`src/sv/mlsq_pkg.sv`:
```
// Shared types and constants for the multi-list stack and queue engine.
// Used by mlsq_ctrl, mlsq_datapath and multi_list_stack_queue_engine.
`default_nettype none
package mlsq_pkg;

    localparam int NUM_SLOTS  = 16;
    localparam int POOL_DEPTH = 1024;
    localparam int WORD_WIDTH = 64;

    localparam int SLOT_W = 4;
    localparam int KIND_W = 2;
    localparam int STAT_W = 3;
    localparam int OUT_W  = 64;
    localparam int ADDR_W = (POOL_DEPTH > 1) ? $clog2(POOL_DEPTH) : 1;
    localparam int PTR_W  = $clog2(POOL_DEPTH + 1);

    typedef logic [PTR_W-1:0]      t_ptr;
    typedef logic [WORD_WIDTH-1:0] t_word;

    // The null pointer is the pool depth itself.
    localparam t_ptr NIL = t_ptr'(POOL_DEPTH);

    localparam logic [KIND_W-1:0] KIND_CREATE = 2'd0;
    localparam logic [KIND_W-1:0] KIND_PUSH   = 2'd1;
    localparam logic [KIND_W-1:0] KIND_POP    = 2'd2;
    localparam logic [KIND_W-1:0] KIND_NOP    = 2'd3;

    localparam logic [STAT_W-1:0] STATUS_OK      = 3'd0;
    localparam logic [STAT_W-1:0] STATUS_EXISTS  = 3'd1;
    localparam logic [STAT_W-1:0] STATUS_MISSING = 3'd2;
    localparam logic [STAT_W-1:0] STATUS_EMPTY   = 3'd3;
    localparam logic [STAT_W-1:0] STATUS_FULL    = 3'd4;

    // Commands from the controller to the datapath.
    typedef struct packed {
        logic              load;        // capture the input operation
        logic              create;      // make the named slot exist, empty
        logic              free_rd;     // read the link of the free-list head
        logic              free_take;   // take the free-list head as the new node
        logic              fresh_take;  // take the next never-used node
        logic              push_link;   // chain the new node behind the queue tail
        logic              push_wr;     // write the new node and update the slot
        logic              pop_rd;      // read word and link of the slot head
        logic              pop_commit;  // unlink the head and free it
        logic              done;        // present a result
        logic [STAT_W-1:0] status;
    } t_cmd;

    // Status from the datapath to the controller.
    typedef struct packed {
        logic [KIND_W-1:0] kind;
        logic              in_range;
        logic              exists;
        logic              is_queue;
        logic              head_null;
        logic              tail_null;
        logic              free_avail;
        logic              fresh_avail;
    } t_stat;

endpackage
`default_nettype wire

```
`src/sv/mlsq_ctrl.sv`:
```
// Sequencing state machine of the multi-list stack and queue engine.
// Depends on mlsq_pkg; drives the command struct of mlsq_datapath.
`default_nettype none
module mlsq_ctrl (
    input  wire logic          i_clk,
    input  wire logic          i_rst_n,
    input  wire logic          i_start,
    input  wire mlsq_pkg::t_stat i_stat,
    output mlsq_pkg::t_cmd     o_cmd,
    output logic               o_busy
);
    import mlsq_pkg::*;

    typedef enum logic [2:0] {
        S_IDLE,
        S_DECODE,
        S_GRAB,
        S_PUSH,
        S_WRITE,
        S_POP
    } t_state;

    t_state r_state, n_state;
    logic   r_busy;
    t_cmd   n_cmd;

    always_comb begin
        n_state = r_state;
        n_cmd   = '0;
        n_cmd.status = STATUS_OK;
        case (r_state)
            S_IDLE: begin
                if (i_start) begin
                    n_cmd.load = 1'b1;
                    n_state    = S_DECODE;
                end
            end
            S_DECODE: begin
                n_state = S_IDLE;
                if (i_stat.kind == KIND_NOP) begin
                    n_cmd.done = 1'b1;
                end else if (!i_stat.in_range) begin
                    n_cmd.done   = 1'b1;
                    n_cmd.status = STATUS_MISSING;
                end else if (i_stat.kind == KIND_CREATE) begin
                    n_cmd.done = 1'b1;
                    if (i_stat.exists) begin
                        n_cmd.status = STATUS_EXISTS;
                    end else begin
                        n_cmd.create = 1'b1;
                    end
                end else if (!i_stat.exists) begin
                    n_cmd.done   = 1'b1;
                    n_cmd.status = STATUS_MISSING;
                end else if (i_stat.kind == KIND_PUSH) begin
                    if (i_stat.free_avail) begin
                        n_cmd.free_rd = 1'b1;
                        n_state       = S_GRAB;
                    end else if (i_stat.fresh_avail) begin
                        n_cmd.fresh_take = 1'b1;
                        n_state          = S_PUSH;
                    end else begin
                        n_cmd.done   = 1'b1;
                        n_cmd.status = STATUS_FULL;
                    end
                end else if (i_stat.head_null) begin
                    n_cmd.done   = 1'b1;
                    n_cmd.status = STATUS_EMPTY;
                end else begin
                    n_cmd.pop_rd = 1'b1;
                    n_state      = S_POP;
                end
            end
            S_GRAB: begin
                n_cmd.free_take = 1'b1;
                n_state         = S_PUSH;
            end
            S_PUSH: begin
                // A queue with a tail first chains the new node behind it.
                if (i_stat.is_queue && !i_stat.tail_null) begin
                    n_cmd.push_link = 1'b1;
                    n_state         = S_WRITE;
                end else begin
                    n_cmd.push_wr = 1'b1;
                    n_cmd.done    = 1'b1;
                    n_state       = S_IDLE;
                end
            end
            S_WRITE: begin
                n_cmd.push_wr = 1'b1;
                n_cmd.done    = 1'b1;
                n_state       = S_IDLE;
            end
            S_POP: begin
                n_cmd.pop_commit = 1'b1;
                n_cmd.done       = 1'b1;
                n_state          = S_IDLE;
            end
            default: begin
                n_state = S_IDLE;
            end
        endcase
    end

    always_ff @(posedge i_clk) begin
        if (!i_rst_n) begin
            r_state <= S_IDLE;
            r_busy  <= 1'b0;
        end else begin
            r_state <= n_state;
            if (n_cmd.load) begin
                r_busy <= 1'b1;
            end else if (n_cmd.done) begin
                r_busy <= 1'b0;
            end
        end
    end

    assign o_cmd  = n_cmd;
    assign o_busy = r_busy;

endmodule
`default_nettype wire

```
`config.mk`:
```
export PLATFORM = sky130hd
export DESIGN_NAME = mlsq_ctrl
export DESIGN_NICKNAME = d
export VERILOG_FILES = /design/src/sv/mlsq_pkg.sv /design/src/sv/mlsq_ctrl.sv
export SDC_FILE = /design/constraint.sdc
export NUM_CORES = 1
export LEC_CHECK = 0
export ABC_AREA = 1
export CAP_MARGIN = 20
export CORE_AREA = 5 5 42 44
export CTS_CLUSTER_DIAMETER = 40
export DETAILED_ROUTE_END_ITERATION = 16
export DIE_AREA = 0 0 47 49
export DONT_BUFFER_PORTS = 1
export REMOVE_ABC_BUFFERS = 1
export SKIP_CTS_REPAIR_TIMING = 1
export SLEW_MARGIN = 20
export SYNTH_ARGS = -nofsm -noshare
export SYNTH_HDL_FRONTEND = slang
export SYNTH_SLANG_ARGS = --single-unit
```
`constraint.sdc`:
```
create_clock -name i_clk -period 1.3 [get_ports i_clk]
set_input_delay 0.195 -clock i_clk [delete_from_list [all_inputs] [get_ports i_clk]]
set_output_delay 0.195 -clock i_clk [all_outputs]
set_load 0.01 [all_outputs]
```
==> results_dict.tcl, run 1 <==
set metrics [dict create \
    netlist_instances 68 \
    setup_viol 9 \
    worstHoldEndpoint "o_busy$_SDFFE_PN0P_" \
    fp.dieArea_mm2 0.00230 \
    htreeDepth 1 \
    drive_above_1_share_pct 37.8 \
    dp_hpwl_um 898 \
    grtUsageTotal_pct 9.56 \
    start_util_pct 26.5 \
    nets 96 \
    reg2reg_to "o_busy$_SDFFE_PN0P_" \
    power.leakage_nw 0.285 \
    clkSlewWorstSetupHoldPaths_ps 30 \
    skew_ps 1.58 \
    fin_crit_sh_pct 109 \
    final-seq-area_um2 82.6 \
    io-pin-count 26 \
    drt_iter0_markers 5 \
    die_h_um 49 \
    grt_pass1_vias 426 \
    layout.cells.non_filler 98 \
    yosysUniqueCellTypes 15 \
    tightest_slew_ps 371 \
    dp.cells 95 \
    rows 14 \
    met3_length_um 89 \
    core_area_mm2 0.00140 \
    wl_met1_um 398 \
    outcome "finished, violations left" \
    ff2ff_path_depth 7 \
    wirelength_mm 1.09 \
    die_w_um 47 \
    grt_first_pass_wirelength_mm 1.64 \
    met2_length_um 600 \
    hold_path.class "input port to flop" \
    place_congestion 0.748 \
    viasPerCell 4.84 \
    vias 474 \
    worstReg2RegStart "r_state[2]$_SDFFE_PN0P_" \
    multiInputGateArea_um2 298 \
    antenna_found_initial 0 \
    synth_seq_area_share_pct 21.5 \
    power_per_cell_area_mw_per_mm2 653 \
    cts_made_buffers 3 \
    hold_depth 2 \
    worst_setup_path_end_kind "primary output" \
    critPathMaxFanout 4 \
    rsz0062_at_grt "true" \
    netlist_area_um2 372 \
    dr.pass1.iters 3 \
    critical_path_arrival_ps 1230 \
    min-delay-start "i_rst_n" \
    clock_latency_ps 230 \
    violations "negative setup slack" \
    cts_tree "done" \
    antenna_cells 0 \
    finalWorstSetupSlack_ps -122 \
    r2r_slack_ps 140 \
    worstSetupStartpointType "flop" \
    nFillCells 159 \
    clock-root-buffer "clkbuf_4" \
    drv_cap 0 \
    drt-wirelength-per-cell_um 11.1 \
    ir_drop_mv 0.343 \
    pre_cts_slack_ps -15.6 \
    yosysWarnings 0 \
    clkSinkCount 4 \
    fin_util_pct 40.4 \
    worstPathRequired_ps 1110 \
    setup.worst_path.class "flop to primary output" \
    drtAntennaViolNets 0 \
    io_buffers 0 \
    placed_area_um2 474 \
    syn_avg_cell_area_um2 5.46 \
    drcViolationCount 0 \
    grt_max_degree 6 \
    grt_overflow_total 0 \
    slew_violations 0 \
    design_area_um2 566 \
    ctsLongestPathBuffers 2 \
    max_freq_ghz 0.703 \
    max-slew-margin-rel_pct 75.2 \
    hold_violations 0 \
    period_needed_ps 1420 \
    design_power_total_w 0.000369 \
    top_layer "met3" \
    synth-seq-cells 4 \
    area_delta_synth_final_pct 52.2 \
]
==> logic make-up after synthesis <==
kind of cell	after synthesis	synth area share, %
buffers and inverters	15	15.2
flip-flops	4	21.5
AO/OA/AOI/OAI	7	11.4
AND/OR/NAND/NOR	42	51.9
==> worst max path at each step <==
stage               cells past startpoint               startpoint  slack [ps]        to
floorplan                               2  r_state[0]$_SDFFE_PN0P_         -90  o_cmd[1]
global placement                        4  r_state[1]$_SDFFE_PN0P_          60  o_cmd[1]
detailed placement                      4  r_state[1]$_SDFFE_PN0P_         -20  o_cmd[1]
CTS                                     4  r_state[1]$_SDFFE_PN0P_        -260  o_cmd[1]
global route                            6  r_state[1]$_SDFFE_PN0P_        -210  o_cmd[0]
finish                                  6  r_state[1]$_SDFFE_PN0P_        -120  o_cmd[2]
==> Yosys cell counts <==
| cell | count | area share (%) |
|---|---|---|
| nand3_2 | 2 | 5.4 |
| o21ai_0 | 1 | 1.3 |
| a2111oi_0 | 1 | 2.4 |
| inv_1 | 14 | 14 |
| nor2_4 | 1 | 3.0 |
| dfxtp_1 | 4 | 22 |
| nand3_1 | 5 | 6.7 |
| o22ai_1 | 1 | 1.7 |
| nand4_1 | 1 | 1.7 |
| nor2_1 | 19 | 19 |
| nand2_1 | 9 | 9.1 |
| o211ai_1 | 1 | 2.0 |
| a21oi_1 | 3 | 4.0 |
| nor3_1 | 5 | 6.7 |
| inv_2 | 1 | 1.0 |
==> registers in the layout, indices dropped and copies added, names as in the netlist <==
| signal | cells |
|---|---|
| o_busy | 1 |
| r_state | 3 |
==> per-layer routing <==
metal,global-route usage [%],vias up
met1,10.3,218
met3,3.69,0
met4,5.53,0
li1,-,243
met2,15.2,13
met5,0,-
==> critical path, stage by stage (launching register included) <==
cell     delay [ps]
dfxtp_2         320
inv_2            70
nand3_4          90
nor2_4          140
nand3_4         110
nor3_4          140
buf_6           120
==> power by group <==
group          total [W]  switching, W  internal, W
clock           0.000146     0.0000434     0.000103
combinational  0.0000875     0.0000555    0.0000320
sequential      0.000136    0.00000589     0.000130
total           0.000369      0.000105     0.000265
==> through the flow <==
step                TNS (ps)  hold slack (ps)
detailed placement     -15.6              317
global route           -1540             81.7
global placement           0              314
finish                  -737             80.6
floorplan              -88.4              304
CTS                    -1140             75.5
==> cell type report <==
class	instances	area share, %
clock buffer	3	3.98
timing repair buffer	11	15.3
sequential	4	14.6
multi-input combinational	49	52.7
inverter	15	9.96
tap	16	3.54
==> placed cells by master (no fill, tap or decap) <==
cell type / netlist / routed
o22ai_2: 0 / 1
nand3_1: 5 / 5
a2111oi_2: 0 / 1
a21oi_1: 3 / 2
a21oi_2: 0 / 1
dfxtp_1: 4 / 2
nand2_1: 9 / 9
buf_4: 0 / 10
nor3_2: 0 / 4
inv_1: 14 / 11
nor2_1: 19 / 19
inv_2: 1 / 4
buf_6: 0 / 1
nor3_4: 0 / 1
o211ai_1: 1 / 1
o21ai_0: 1 / 1
clkbuf_4: 0 / 3
nand4_1: 1 / 1
nand3_4: 0 / 2
nor2_4: 1 / 1
dfxtp_2: 0 / 2
(Power assumes the default switching activity.)
==> run 2: changes to the inputs <==
- BUFFER_PORTS_ARGS: default -> -buffer_cell sky130_fd_sc_hd__buf_2
- DONT_BUFFER_PORTS: 1 -> default
- TNS_END_PERCENT: default -> 30
==> run 2 against run 1 <==
- the flow still finishes with violations (negative setup slack)
- flip-flop and latch count stayed put
- worst setup slack worse by 18 ps
- non-clock buffer count is 20 higher
- critical path type unchanged
- largest cell class unchanged
==> results_dict.tcl, run 2 (synthesis results as in run 1) <==
set metrics [dict create \
    layout_commonest_cell "buf_2" \
    intPower_w 0.000282 \
    viasPerCell 4.58 \
    power.switching_w 0.000123 \
    clkSlewWorstSetupHoldPaths_ps 40 \
    wirelength_mm 1.12 \
    drtAntennaViolNets 0 \
    drcViolationCount 0 \
    worstSetupStartpointType "flop" \
    drive_above_1_share_pct 50.0 \
    grtUsageTotal_pct 11.0 \
    drt-wirelength-per-cell_um 9.50 \
    io-pin-count 26 \
    violations "negative setup slack" \
    die_w_um 47 \
    crit_path_frequent_cell "nand3_4" \
    power_frac_seq_pct 32.9 \
    skew_ps 2.41 \
    fp.dieArea_mm2 0.00230 \
    drt_iter0_markers 5 \
    critPathMaxFanout 4 \
    fin_crit_sh_pct 111 \
    final_cell_mix "buf_2, nor2_1, inv_1" \
    ctsLongestPathBuffers 2 \
    crit_family "simple AND/OR/NAND/NOR gates" \
    grt_pass1_vias 457 \
    multiInputGateArea_um2 293 \
    power_per_cell_area_mw_per_mm2 619 \
    grt_overflow_total 0 \
    dp_hpwl_um 936 \
    vias 540 \
    drv_cap 0 \
    critical_path_arrival_ps 1250 \
    comb_power_share_pct 30.4 \
    ir_drop_mv 0.377 \
    final-seq-area_um2 82.6 \
    design_power_total_w 0.000405 \
    critPathBufInv 2 \
    place_congestion 0.744 \
    core_area_mm2 0.00140 \
    ff2ff_path_depth 5 \
    rsz0062_at_grt "true" \
    htreeDepth 1 \
    cts_tree "done" \
    clock_latency_ps 230 \
    dp.cells 113 \
    p_sw_share_pct 30.4 \
    max_freq_ghz 0.694 \
    clock-root-buffer "clkbuf_4" \
    io_buffers 25 \
    rows 14 \
    grt_first_pass_wirelength_mm 1.86 \
    design_area_um2 654 \
    setup.worst_path.class "flop to primary output" \
    regMostFlops "r_state" \
    cp.depth 6 \
    hold_depth 3 \
    critPathSlowestCell "dfxtp_2" \
    crit_chain "inv_2 -> nand3_4 -> nor2_4 -> nand3_4 -> nor3_2 -> buf_2" \
    power.leakage_nw 0.366 \
    worst_setup_path_end_kind "primary output" \
    layout.cells.non_filler 118 \
    worstPathRequired_ps 1110 \
    hold_violations 0 \
    area_delta_synth_final_pct 76.1 \
    largest_reg_flops 3 \
    critPathMaxStageDelay_ps 330 \
    cts_made_buffers 3 \
    dr.pass1.iters 4 \
    outcome "finished, violations left" \
    tightest_slew_ps 337 \
    setup_viol 12 \
    nFillCells 173 \
    start_util_pct 26.5 \
    placed_area_um2 547 \
    clock_power_share_pct 36.7 \
    die_h_um 49 \
    slew_violations 0 \
    finalWorstSetupSlack_ps -140 \
    antenna_cells 0 \
    nets 116 \
    max-slew-margin-rel_pct 77.4 \
    clkSinkCount 4 \
    period_needed_ps 1440 \
    antenna_found_initial 0 \
    hold_path.class "input port to flop" \
    grt_max_degree 6 \
]
run 2: cell types whose count changed in the layout (fill, tap and decap cells not counted), sizes merged:
cell / previous run / this run
buf: 11 / 31
run 2: power by group through the flow:
stage / logic, W / registers (W) / clock network, W
finish: 0.000123 / 0.000133 / 0.000149
global route: 0.000140 / 0.000134 / 0.000167
CTS: 0.000108 / 0.000132 / 0.000159
detailed placement: 0.000107 / 0.000134 / 0
global placement: 0.000106 / 0.000134 / 0
floorplan: 0.0000559 / 0.000137 / 0
run 2: layout make-up:
type | instances | share of cell area, %
clock buffer | 3 | 3.44
tap | 16 | 3.06
inverter | 15 | 8.60
timing repair buffer | 31 | 27.5
multi-input combinational | 49 | 44.7
sequential | 4 | 12.6
run 2: metal layers:
| layer | track usage [%] | wire length (um) |
|---|---|---|
| met1 | 13.8 | 459 |
| met2 | 15.4 | 579 |
| met3 | 5.17 | 72 |
| met4 | 5.53 | 10 |
| met5 | 0 | 0 |
run 2: metrics by stage:
step / hold WS (ps) / TNS, ps / setup slack, ps / utilization [%]
2_1_floorplan: 304 / -88.4 / -88.4 / -
3_3_place_gp: 433 / 0 / 62.8 / 39.0
3_5_place_dp: 440 / 0 / 0.257 / 39.0
4_1_cts: 192 / -1510 / -270 / 40.6
5_1_grt: 200 / -2070 / -225 / 46.7
6_report: 201 / -1090 / -140 / 46.7
run 2: final timing paths:
check / slack (ps) / from / endpoint
min: 200 / i_rst_n / o_busy$_SDFFE_PN0P_
max: -140 / r_state[2]$_SDFFE_PN0P_ / o_cmd[2]
max reg2reg: 210 / r_state[0]$_SDFFE_PN0P_ / r_state[1]$_SDFFE_PN0P_
min reg2reg: 470 / o_busy$_SDFFE_PN0P_ / o_busy$_SDFFE_PN0P_
run 2: tightest hold or removal path, stage by stage:
cell     delay, ps
buf_2          100
inv_1           50
a21oi_1         30
==> run 3: changes to the inputs <==
- SETUP_SLACK_MARGIN: default -> 0.2
==> run 3 against run 2 <==
- the flow still finishes with violations (negative setup slack)
- global-route usage is the same
- combinational power is essentially flat
- cell area grew 2.1%
- clock power is essentially flat
- sequential power is essentially flat
- flip-flop and latch count is the same
- sequential share of layout area shrank 0.073 points
- routed wire length grew 1.4%
- critical path depth is the same
- critical path type unchanged
- highest routed layer unchanged
==> results_dict.tcl, run 3 (synthesis results as in run 1) <==
set metrics [dict create \
    fin_hold_ws_ps 205 \
    crit_end "o_cmd[2]" \
    r2r_slack_ps 170 \
    rows 14 \
    drive_above_1_share_pct 53.4 \
    finalWorstSetupSlack_ps -144 \
    max_freq_ghz 0.693 \
    outcome "finished, violations left" \
    fp.dieArea_mm2 0.00230 \
    drt_iter0_markers 5 \
    antenna_cells 0 \
    tightest_slew_ps 337 \
    largest_reg_flops 3 \
    violations "negative setup slack" \
    clock_latency_ps 230 \
    wirelength_mm 1.14 \
    grt_max_degree 6 \
    setup.worst_path.class "flop to primary output" \
    antenna_found_initial 0 \
    worstSetupStartpointType "flop" \
    ctsLongestPathBuffers 2 \
    regMostFlops "r_state" \
    nets 117 \
    layout_commonest_cell "buf_2" \
    fin_util_pct 47.7 \
    clock-root-buffer "clkbuf_4" \
    cts_tree "done" \
    viasPerCell 4.63 \
    grt_first_pass_wirelength_mm 1.86 \
    hold_path.class "input port to flop" \
    htreeDepth 1 \
    area_delta_synth_final_pct 79.8 \
    vias 551 \
    drtAntennaViolNets 0 \
    grtUsageTotal_pct 11.0 \
    layout.cells.non_filler 119 \
    critical_path_arrival_ps 1250 \
    power.leakage_nw 0.370 \
    fin_crit_sh_pct 111 \
    crit_chain "inv_2 -> nand3_4 -> nor2_4 -> nand3_4 -> nor3_2 -> buf_2" \
    drcViolationCount 0 \
    worstPathRequired_ps 1110 \
    period_needed_ps 1440 \
    io_buffers 25 \
    max-slew-margin-rel_pct 77.4 \
    die_h_um 49 \
    critPathMaxStageDelay_ps 330 \
    drt-wirelength-per-cell_um 9.55 \
    ff2ff_path_depth 7 \
    skew_ps 1.49 \
    ir_drop_mv 0.378 \
    cp.depth 6 \
    cts_made_buffers 3 \
    io-pin-count 26 \
    clkSinkCount 4 \
    power_per_cell_area_mw_per_mm2 609 \
    slew_violations 0 \
    dr.pass1.iters 4 \
    place_congestion 0.744 \
    final_cell_mix "buf_2, nor2_1, inv_1" \
    clkSlewWorstSetupHoldPaths_ps 40 \
    critPathMaxFanout 4 \
    grt_pass1_vias 457 \
    drv_cap 0 \
    core_area_mm2 0.00140 \
    critPathBufInv 2 \
    die_w_um 47 \
    worstReg2RegStart "r_state[0]$_SDFFE_PN0P_" \
    start_util_pct 26.5 \
    dp_hpwl_um 936 \
    worst_setup_path_end_kind "primary output" \
    dp.cells 113 \
    rsz0062_at_grt "true" \
    grt_overflow_total 0 \
    critPathSlowestCell "dfxtp_2" \
    setup_viol 11 \
    hold_violations 0 \
    reg2reg_to "o_busy$_SDFFE_PN0P_" \
    crit_family "simple AND/OR/NAND/NOR gates" \
    crit_path_start "r_state[2]$_SDFFE_PN0P_" \
    crit_path_frequent_cell "nand3_4" \
]
-- run 3: cell types whose count changed in the layout (fill, tap and decap cells not counted), sizes merged --
cell | previous run | this run
buf | 31 | 32
-- run 3: routing by layer --
metal	track usage [%]	wire, um
met5	0	0
met4	5.53	10
met3	5.17	72
met2	15.4	577
met1	13.8	476
-- run 3: through the flow --
| step | total power, W | area, um^2 | setup TNS [ps] | worst slack, ps |
|---|---|---|---|---|
| final | 0.000407 | 668 | -995 | -144 |
| after global routing | 0.000443 | 668 | -1950 | -231 |
| after CTS | 0.000399 | 569 | -1510 | -270 |
| after detailed placement | 0.000241 | 547 | 0 | 0.257 |
| after global placement | 0.000240 | 547 | 0 | 62.8 |
| after floorplan | 0.000193 | 372 | -88.4 | -88.4 |
-- run 3: how the worst min path moves through the flow --
stage	startpoint	end	slack (ps)	depth (start not counted)
finish	i_rst_n	o_busy$_SDFFE_PN0P_	210	3
global route	i_rst_n	o_busy$_SDFFE_PN0P_	200	3
CTS	i_rst_n	o_busy$_SDFFE_PN0P_	190	3
detailed placement	i_rst_n	o_busy$_SDFFE_PN0P_	440	3
global placement	i_rst_n	o_busy$_SDFFE_PN0P_	430	3
floorplan	i_rst_n	o_busy$_SDFFE_PN0P_	300	2
-- run 3: worst min-delay path, stage by stage --
cell and delay, ps:
buf_2 100, inv_1 50, a21oi_1 40
-- run 3: cell type report --
cell class                      instances  area [um^2]
Fill cell                             168          733
Multi-Input combinational cell         49          298
Timing Repair Buffer                   32          188
Sequential cell                         4         83.8
Inverter                               15         56.3
Clock buffer                            3         22.5
Tap cell                               16         20.0
-- run 3: where the power goes --
part / switching [W] / internal [W] / total (W)
Sequential: 0.00000408 / 0.000130 / 0.000134
Combinational: 0.0000745 / 0.0000507 / 0.000125
Clock: 0.0000449 / 0.000103 / 0.000148
Total: 0.000123 / 0.000283 / 0.000407
